--- config.mk ---
export PLATFORM = sky130hd
export DESIGN_NAME = keypad_debounce_autorepeat_core_flat
export DESIGN_NICKNAME = d
export VERILOG_FILES = /design/src/hdl/kda_pkg.sv /design/src/hdl/kda_if.sv /design/src/hdl/keypad_debounce_autorepeat_core.sv /design/src/hdl/kda_tick_unit.sv /design/src/flat_wrapper.sv
export SDC_FILE = /design/constraint.sdc
export NUM_CORES = 1
export LEC_CHECK = 0
export BUFFER_PORTS_ARGS = -buffer_cell sky130_fd_sc_hd__buf_2
export CAP_MARGIN = 20
export CORE_MARGIN = 5
export CORE_UTILIZATION = 50
export DETAILED_ROUTE_END_ITERATION = 16
export GPL_ROUTABILITY_DRIVEN = 0
export GPL_TIMING_DRIVEN = 0
export MAX_ROUTING_LAYER = met4
export PLACE_DENSITY = 0.8
export SYNTH_ARGS = -nofsm -noshare
export SYNTH_HDL_FRONTEND = slang
export SYNTH_SLANG_ARGS = --single-unit
--- constraint.sdc ---
create_clock -name clk -period 6.4 [get_ports clk]
set_input_delay 0.32 -clock clk [delete_from_list [all_inputs] [get_ports clk]]
set_output_delay 0.32 -clock clk [all_outputs]
set_load 0.005 [all_outputs]
--- src/hdl/kda_pkg.sv ---
// ----------------------------------------------------------------------------
// kda_pkg: shared definitions for the keypad debounce and auto-repeat core
// Holds the key count, counter and code types, and the event kind codes.
// ----------------------------------------------------------------------------
`default_nettype none

package kda_pkg;

  localparam int NUM_KEYS = 5;
  localparam int KEY_W = (NUM_KEYS > 1) ? $clog2(NUM_KEYS) : 1;
  localparam int LEVEL_W = 5;
  localparam int CNT_W = 16;
  localparam int CFG_IDX_W = 2;
  localparam int INDEX_W = 3;
  localparam int KIND_W = 2;

  typedef logic [CNT_W-1:0] cnt_t;
  typedef logic [KEY_W-1:0] key_sel_t;

  typedef enum logic [1:0] {
    KS_OFF = 2'd0,
    KS_ON = 2'd1,
    KS_REPEAT = 2'd2
  } key_state_t;

  typedef enum logic [KIND_W-1:0] {
    EV_BREAK = 2'd0,
    EV_MAKE = 2'd1,
    EV_TIMEOUT = 2'd2
  } event_kind_t;

  typedef enum logic [CFG_IDX_W-1:0] {
    REG_DEBOUNCE = 2'd0,
    REG_FIRST_REPEAT = 2'd1,
    REG_REPEAT = 2'd2,
    REG_IDLE_LIMIT = 2'd3
  } cfg_reg_t;

  localparam cnt_t DEBOUNCE_RESET = 16'd3;
  localparam cnt_t FIRST_REPEAT_RESET = 16'd50;
  localparam cnt_t REPEAT_RESET = 16'd10;
  localparam cnt_t IDLE_LIMIT_RESET = 16'd600;

endpackage

`default_nettype wire

--- src/hdl/kda_if.sv ---
// ----------------------------------------------------------------------------
// kda_if: item channels of the keypad debounce and auto-repeat core
// One channel carries scan ticks in, the other carries key events out.
// ----------------------------------------------------------------------------
`default_nettype none

interface kda_key_if;
  logic valid;
  logic ready;
  logic [4:0] key_levels;

  modport source (output valid, output key_levels, input ready);
  modport sink (input valid, input key_levels, output ready);
endinterface

interface kda_event_if;
  logic valid;
  logic ready;
  logic [2:0] key_index;
  logic [1:0] event_kind;
  logic flush_queue;
  logic last;

  modport source (output valid, output key_index, output event_kind,
                  output flush_queue, output last, input ready);
  modport sink (input valid, input key_index, input event_kind,
                input flush_queue, input last, output ready);
endinterface

`default_nettype wire

--- src/hdl/keypad_debounce_autorepeat_core.sv ---
// ----------------------------------------------------------------------------
// keypad_debounce_autorepeat_core: key debounce, typematic repeat and timeout
// Each scan tick item carries the pressed levels of the keys. The core
// visits the keys one per cycle, unless held by a stalled events channel,
// via a shared counter unit and then advances the idle counter.
//
// The core produces break, make and timeout events. The keys channel
// takes one scan tick item while the core is idle. The item is accepted in
// S_IDLE, each key is visited in S_KEY, then S_TIMER advances the idle
// counter and S_DRAIN hands over the final event. Events leave in key
// order, the timeout last, and the last event of a tick carries the last
// flag. One event is held back in a pending register so that the last flag
// is known. It moves to the output register when the next event of the
// tick is found or at the end of the tick. When the receiver stalls, the
// sequencer waits until the output register is free. Configuration writes
// are taken at any edge with the write enable high and must only occur
// while idle. Synchronous reset returns all keys to off, clears the
// counters and restores the register defaults.
// ----------------------------------------------------------------------------
`default_nettype none

module keypad_debounce_autorepeat_core (
  input  logic                        clk,
  input  logic                        rst,
  input  logic                        cfg_we,
  input  logic [kda_pkg::CFG_IDX_W-1:0] cfg_index,
  input  logic [kda_pkg::CNT_W-1:0]   cfg_data,
  kda_key_if.sink                     keys,
  kda_event_if.source                 events
);
  import kda_pkg::*;

  typedef enum logic [3:0] {
    S_IDLE = 4'b0001,
    S_KEY = 4'b0010,
    S_TIMER = 4'b0100,
    S_DRAIN = 4'b1000
  } seq_state_t;

  typedef struct packed {
    logic [INDEX_W-1:0] key_index;
    event_kind_t        kind;
    logic               flush;
  } event_t;

  seq_state_t state;
  cnt_t debounce_ticks;
  cnt_t first_repeat_ticks;
  cnt_t repeat_ticks;
  cnt_t idle_limit_ticks;
  key_state_t key_state [NUM_KEYS];
  cnt_t key_counter [NUM_KEYS];
  cnt_t idle_counter;
  logic [LEVEL_W-1:0] levels;
  key_sel_t key_sel;
  logic hit_any;
  logic pend_valid;
  event_t pend;
  logic out_valid;
  event_t out_ev;
  logic out_last;

  key_state_t cur_st;
  cnt_t cur_cnt;
  logic pressed;
  cnt_t unit_count;
  cnt_t unit_limit;
  cnt_t unit_inc;
  logic unit_reached;
  logic key_ev;
  event_t key_event;
  key_state_t st_next;
  cnt_t cnt_next;
  logic out_free;
  logic out_load;

  kda_tick_unit u_tick (
    .count     (unit_count),
    .limit     (unit_limit),
    .count_inc (unit_inc),
    .reached   (unit_reached)
  );

  assign out_free = !out_valid || events.ready;
  assign keys.ready = (state == S_IDLE);
  assign out_load = pend_valid && out_free &&
                    (((state == S_KEY) && key_ev) ||
                     ((state == S_TIMER) && unit_reached) ||
                     (state == S_DRAIN));

  always_comb begin
    cur_st = key_state[key_sel];
    cur_cnt = key_counter[key_sel];
    pressed = levels[key_sel];
    if (state == S_TIMER) begin
      unit_count = hit_any ? '0 : idle_counter;
      unit_limit = idle_limit_ticks;
    end else begin
      unit_count = cur_cnt;
      case (cur_st)
        KS_OFF: unit_limit = debounce_ticks;
        KS_ON: unit_limit = first_repeat_ticks;
        default: unit_limit = repeat_ticks;
      endcase
    end
    key_ev = 1'b0;
    key_event.key_index = INDEX_W'(key_sel);
    key_event.kind = EV_MAKE;
    key_event.flush = 1'b0;
    st_next = cur_st;
    cnt_next = cur_cnt;
    if (cur_st != KS_OFF && !pressed) begin
      key_ev = 1'b1;
      key_event.kind = EV_BREAK;
      key_event.flush = 1'b1;
      st_next = KS_OFF;
      cnt_next = '0;
    end else if (pressed) begin
      cnt_next = unit_inc;
      if (unit_reached) begin
        key_ev = 1'b1;
        cnt_next = '0;
        case (cur_st)
          KS_OFF: st_next = KS_ON;
          KS_ON: st_next = KS_REPEAT;
          default: st_next = cur_st;
        endcase
      end
    end
  end

  always_ff @(posedge clk) begin
    if (rst) begin
      debounce_ticks <= DEBOUNCE_RESET;
      first_repeat_ticks <= FIRST_REPEAT_RESET;
      repeat_ticks <= REPEAT_RESET;
      idle_limit_ticks <= IDLE_LIMIT_RESET;
    end else if (cfg_we) begin
      case (cfg_reg_t'(cfg_index))
        REG_DEBOUNCE: debounce_ticks <= cfg_data;
        REG_FIRST_REPEAT: first_repeat_ticks <= cfg_data;
        REG_REPEAT: repeat_ticks <= cfg_data;
        REG_IDLE_LIMIT: idle_limit_ticks <= cfg_data;
        default: ;
      endcase
    end
  end

  always_ff @(posedge clk) begin
    if (rst) begin
      state <= S_IDLE;
      for (int i = 0; i < NUM_KEYS; i++) begin
        key_state[i] <= KS_OFF;
        key_counter[i] <= '0;
      end
      idle_counter <= '0;
      key_sel <= '0;
      hit_any <= 1'b0;
      pend_valid <= 1'b0;
      out_valid <= 1'b0;
    end else begin
      if (out_load) begin
        out_valid <= 1'b1;
      end else if (events.ready) begin
        out_valid <= 1'b0;
      end
      case (state)
        S_IDLE: begin
          if (keys.valid) begin
            levels <= keys.key_levels;
            key_sel <= '0;
            hit_any <= 1'b0;
            state <= S_KEY;
          end
        end
        S_KEY: begin
          if (!(key_ev && pend_valid && !out_free)) begin
            key_state[key_sel] <= st_next;
            key_counter[key_sel] <= cnt_next;
            if (key_ev) begin
              if (pend_valid) begin
                out_ev <= pend;
                out_last <= 1'b0;
              end
              pend <= key_event;
              pend_valid <= 1'b1;
              hit_any <= 1'b1;
            end
            if (key_sel == key_sel_t'(NUM_KEYS - 1)) begin
              state <= S_TIMER;
            end else begin
              key_sel <= key_sel + key_sel_t'(1);
            end
          end
        end
        S_TIMER: begin
          if (unit_reached) begin
            if (!(pend_valid && !out_free)) begin
              if (pend_valid) begin
                out_ev <= pend;
                out_last <= 1'b0;
              end
              pend.key_index <= '0;
              pend.kind <= EV_TIMEOUT;
              pend.flush <= 1'b0;
              pend_valid <= 1'b1;
              idle_counter <= '0;
              state <= S_DRAIN;
            end
          end else begin
            idle_counter <= unit_inc;
            state <= S_DRAIN;
          end
        end
        S_DRAIN: begin
          if (!pend_valid) begin
            state <= S_IDLE;
          end else if (out_free) begin
            out_ev <= pend;
            out_last <= 1'b1;
            pend_valid <= 1'b0;
            state <= S_IDLE;
          end
        end
        default: state <= S_IDLE;
      endcase
    end
  end

  assign events.valid = out_valid;
  assign events.key_index = out_ev.key_index;
  assign events.event_kind = out_ev.kind;
  assign events.flush_queue = out_ev.flush;
  assign events.last = out_last;

endmodule

`default_nettype wire

--- src/hdl/kda_tick_unit.sv ---
// ----------------------------------------------------------------------------
// kda_tick_unit: shared saturating tick counter step and threshold compare
// Used once per key and once for the idle counter on every scan tick.
// ----------------------------------------------------------------------------
`default_nettype none

module kda_tick_unit (
  input  kda_pkg::cnt_t count,
  input  kda_pkg::cnt_t limit,
  output kda_pkg::cnt_t count_inc,
  output logic          reached
);
  import kda_pkg::*;

  assign count_inc = (count == {CNT_W{1'b1}}) ? count : count + cnt_t'(1);
  assign reached = (count_inc >= limit);

endmodule

`default_nettype wire
--- src/flat_wrapper.sv ---
// flat-port wrapper written by rule: the top's interface ports become plain ports
module keypad_debounce_autorepeat_core_flat import kda_pkg::*;
  (clk, rst, cfg_we, cfg_index, cfg_data, keys_valid, keys_key_levels, keys_ready, events_valid, events_key_index, events_event_kind, events_flush_queue, events_last, events_ready);
  kda_key_if keys_i ();
  kda_event_if events_i ();
  input  logic clk;
  input  logic rst;
  input  logic cfg_we;
  input  logic [kda_pkg::CFG_IDX_W-1:0] cfg_index;
  input  logic [kda_pkg::CNT_W-1:0] cfg_data;
  input wire logic [$bits(keys_i.valid)-1:0] keys_valid;
  input wire logic [$bits(keys_i.key_levels)-1:0] keys_key_levels;
  output wire logic [$bits(keys_i.ready)-1:0] keys_ready;
  output wire logic [$bits(events_i.valid)-1:0] events_valid;
  output wire logic [$bits(events_i.key_index)-1:0] events_key_index;
  output wire logic [$bits(events_i.event_kind)-1:0] events_event_kind;
  output wire logic [$bits(events_i.flush_queue)-1:0] events_flush_queue;
  output wire logic [$bits(events_i.last)-1:0] events_last;
  input wire logic [$bits(events_i.ready)-1:0] events_ready;
  assign keys_i.valid = keys_valid;
  assign keys_i.key_levels = keys_key_levels;
  assign keys_ready = keys_i.ready;
  assign events_valid = events_i.valid;
  assign events_key_index = events_i.key_index;
  assign events_event_kind = events_i.event_kind;
  assign events_flush_queue = events_i.flush_queue;
  assign events_last = events_i.last;
  assign events_i.ready = events_ready;
  keypad_debounce_autorepeat_core u_core (.clk(clk), .rst(rst), .cfg_we(cfg_we), .cfg_index(cfg_index), .cfg_data(cfg_data), .keys(keys_i), .events(events_i));
endmodule
==> out/metrics.yaml <==
die_area_um2: 27100
die_width_um: 164
fin_util: 0.597
peakVddDrop_mv: 0.230
max_cap_viol_count: 0
min_path_type: "in -> reg"
synth_nets: 1144
layout_common_cells: "166 x nand2_1, 162 x edfxtp_1, 118 x nor2_1, 93 x dfxtp_1, 80 x a21oi_1"
drc: 0
cp.required_ns: 6.64
cts_made_buffers: 26
arrival_ns: 6.48
final.setup.tns_ns: 0
cts_tree: "done"
grt_pass1_vias: 8796
whs_ns: 0.0691
ys_seq_area_frac: 0.564
start_util: 0.508
num_rows: 56
tightest_slew_ns: 0.875
synth_edf_count: 162
cts_root_buf: "clkbuf_16"
max_freq_ghz: 0.160
drive_above_1_share: 0.182
total_power_mw: 4.24
rsz0062_at_grt: "true"
ys_top_cells_by_area: "edfxtp_1 41%, dfxtp_1 16%, nand2_1 5.3%"
syn2layout_area_growth_pct: 17.4
core_um2: 23500
synth.cell_area_um2: 11900
synth_top_area_frac: 0.408
avgViaCountPerCell: 6.05
clkLatencyLatePin_ns: 0.53
drtAntennaViolNets: 0
path_max_fanout: 10
drt_iter0_drc: 1015
finalSetupViolCount: 0
p_leak_nw: 5.11
diodes: 0
wirelength_mm: 31.1
fin_crit_ns: 6.24
grt_usage: 0.234
dpl_cell_area_um2: 12600
hold_viol_final: 0
synth_async_sr_flop_share: 0
hpwl_mm: 21.1
clockBufferDepth: 3
cp-start-kind: "register"
cts.sinks: 255
ys.flop_type: "edfxtp_1"
vias: 9216
overflow: 0
synth.largest_area_cell: "edfxtp_1"
grt_pass1_wl_mm: 48.0
status: "finished, final reports clean"
cp-end-kind: "register"
maxSlewViolCount: 0
yosys_warnings: 0
cellPowerDensity_nw_per_um2: 303
clk_pin_slew_worst_paths_ns: 0.06
fin_crit_sh: 0.974
io_buffer_count: 36
skew_ns: 0.0111
h-tree-depth: 1
num_io_pins: 37
slew_headroom: 0.415
synth_cell_types: 79
crit_type: "reg -> reg"
stdcell_area_um2: 14000
drt_first_pass_iters: 6
die_y_um: 164
grt_max_degree: 19
avgSynthCellArea_um2: 10.9
antenna_found_initial: 0
finalNetCount: 1234
layout_commonest_cell: "nand2_1"
netlist_instances: 1095
ys_ff_latch: 255
wl_per_cell_um: 20.4
[path summary, 6_finish.rpt]
path	startpoint	end	slack (ns)	cells after the start
min reg2reg	u_core.pend[0]	u_core.events.flush_queue	0.42	0
min	cfg_data[14]	u_core.first_repeat_ticks[14]	0.07	3
max	register	u_core.key_counter[0][15]	0.16	24
max reg2reg	register	u_core.key_counter[0][15]	0.16	24
[registers in the layout (all words and copies together) (netlist names), named ones only]
signal / count
u_core.debounce_ticks: 16
u_core.events.event_kind: 2
u_core.events.flush_queue: 1
u_core.events.key_index: 3
u_core.events.last: 1
u_core.events.valid: 1
u_core.first_repeat_ticks: 16
u_core.hit_any: 1
u_core.idle_counter: 16
u_core.idle_limit_ticks: 16
u_core.key_counter: 128
u_core.key_sel: 3
u_core.key_state: 16
u_core.levels: 5
u_core.pend: 6
u_core.pend_valid: 1
u_core.repeat_ticks: 16
u_core.state: 4
[routing by layer]
metal  vias to the layer above  share of wire  track usage
li1                       4175              -            -
met1                      4502           0.41        0.314
met2                       472           0.48        0.368
met3                        67          0.089       0.0369
met4                         0          0.028       0.0767
met5                         -              0            -
[critical path, stage by stage (launching register included)]
cell and delay [ns]:
dfxtp_1 0.31, buf_4 0.20, buf_6 0.21, buf_4 0.24, mux4_2 0.56, mux2i_2 0.32
ha_1 0.26, clkbuf_2 0.31, nor2_4 0.11, clkbuf_2 0.23, nand2_1 0.11, nand3_1 0.08
o21ai_0 0.12, ha_1 0.28, a21o_1 0.18, a21oi_1 0.15, nor2b_1 0.10, or3_1 0.37
or2_1 0.22, clkbuf_1 0.25, a311oi_4 0.40, buf_4 0.22, nand3_2 0.29, nand2b_4 0.21
buf_4 0.19
[cells in the mapped netlist (10+ instances only)]
master and count:
nand3b_1 15, a21oi_1 80, mux2i_1 43, clkbuf_1 42
edfxtp_1 162, a22o_1 26, ha_1 21, nor3_1 13
nand2_1 167, inv_1 21, nor2_1 119, a22oi_1 26
o22ai_1 10, dfxtp_1 93, nand2b_1 11, nand3_1 37
o21ai_0 30, mux2_2 26
[metrics by stage]
step | instances | setup slack (ns)
floorplan | 1095 | 0.210
detailed placement | 1456 | -1.12
CTS | 1520 | 0.00242
finish | 1524 | 0.165
global route | 1524 | -0.0372
global placement | 1450 | -2.30
[where the power goes]
| group | total [mW] | internal (mW) | switching [mW] |
|---|---|---|---|
| Clock | 1.72 | 1.09 | 0.632 |
| Combinational | 0.684 | 0.243 | 0.441 |
| Sequential | 1.83 | 1.81 | 0.0223 |
[layout make-up]
cell class / instances / area [um2]
plain buffers: 63 / 349
clock buffers: 30 / 687
clock inverters: 18 / 293
fillers: 1780 / 9470
inverters: 25 / 98.8
multi-input cells: 751 / 4970
flip-flops and latches: 255 / 6730
well taps: 319 / 399
repair buffers: 63 / 477
[cell families after synthesis]
logic type | count (synthesis) | share of synthesized area
and+or+nand+nor | 419 | 0.164
DFF | 255 | 0.564
AOI/OAI and AO/OA | 226 | 0.132
buffers and inverters | 89 | 0.0366
muxes | 77 | 0.0757
adders and majority gates | 21 | 0.0220
xor gates and xnor gates | 8 | 0.00587
[repair_timing]
item                                    4_1_cts  5_1_grt
hold buffers                                  5        0
gates resized for setup                      26       23
hold endpoints to repair                      5        0
buffers inserted                             11        5
pin swaps                                     3        4
endpoints found under the setup margin      281      276
(Power assumes the default switching activity.)
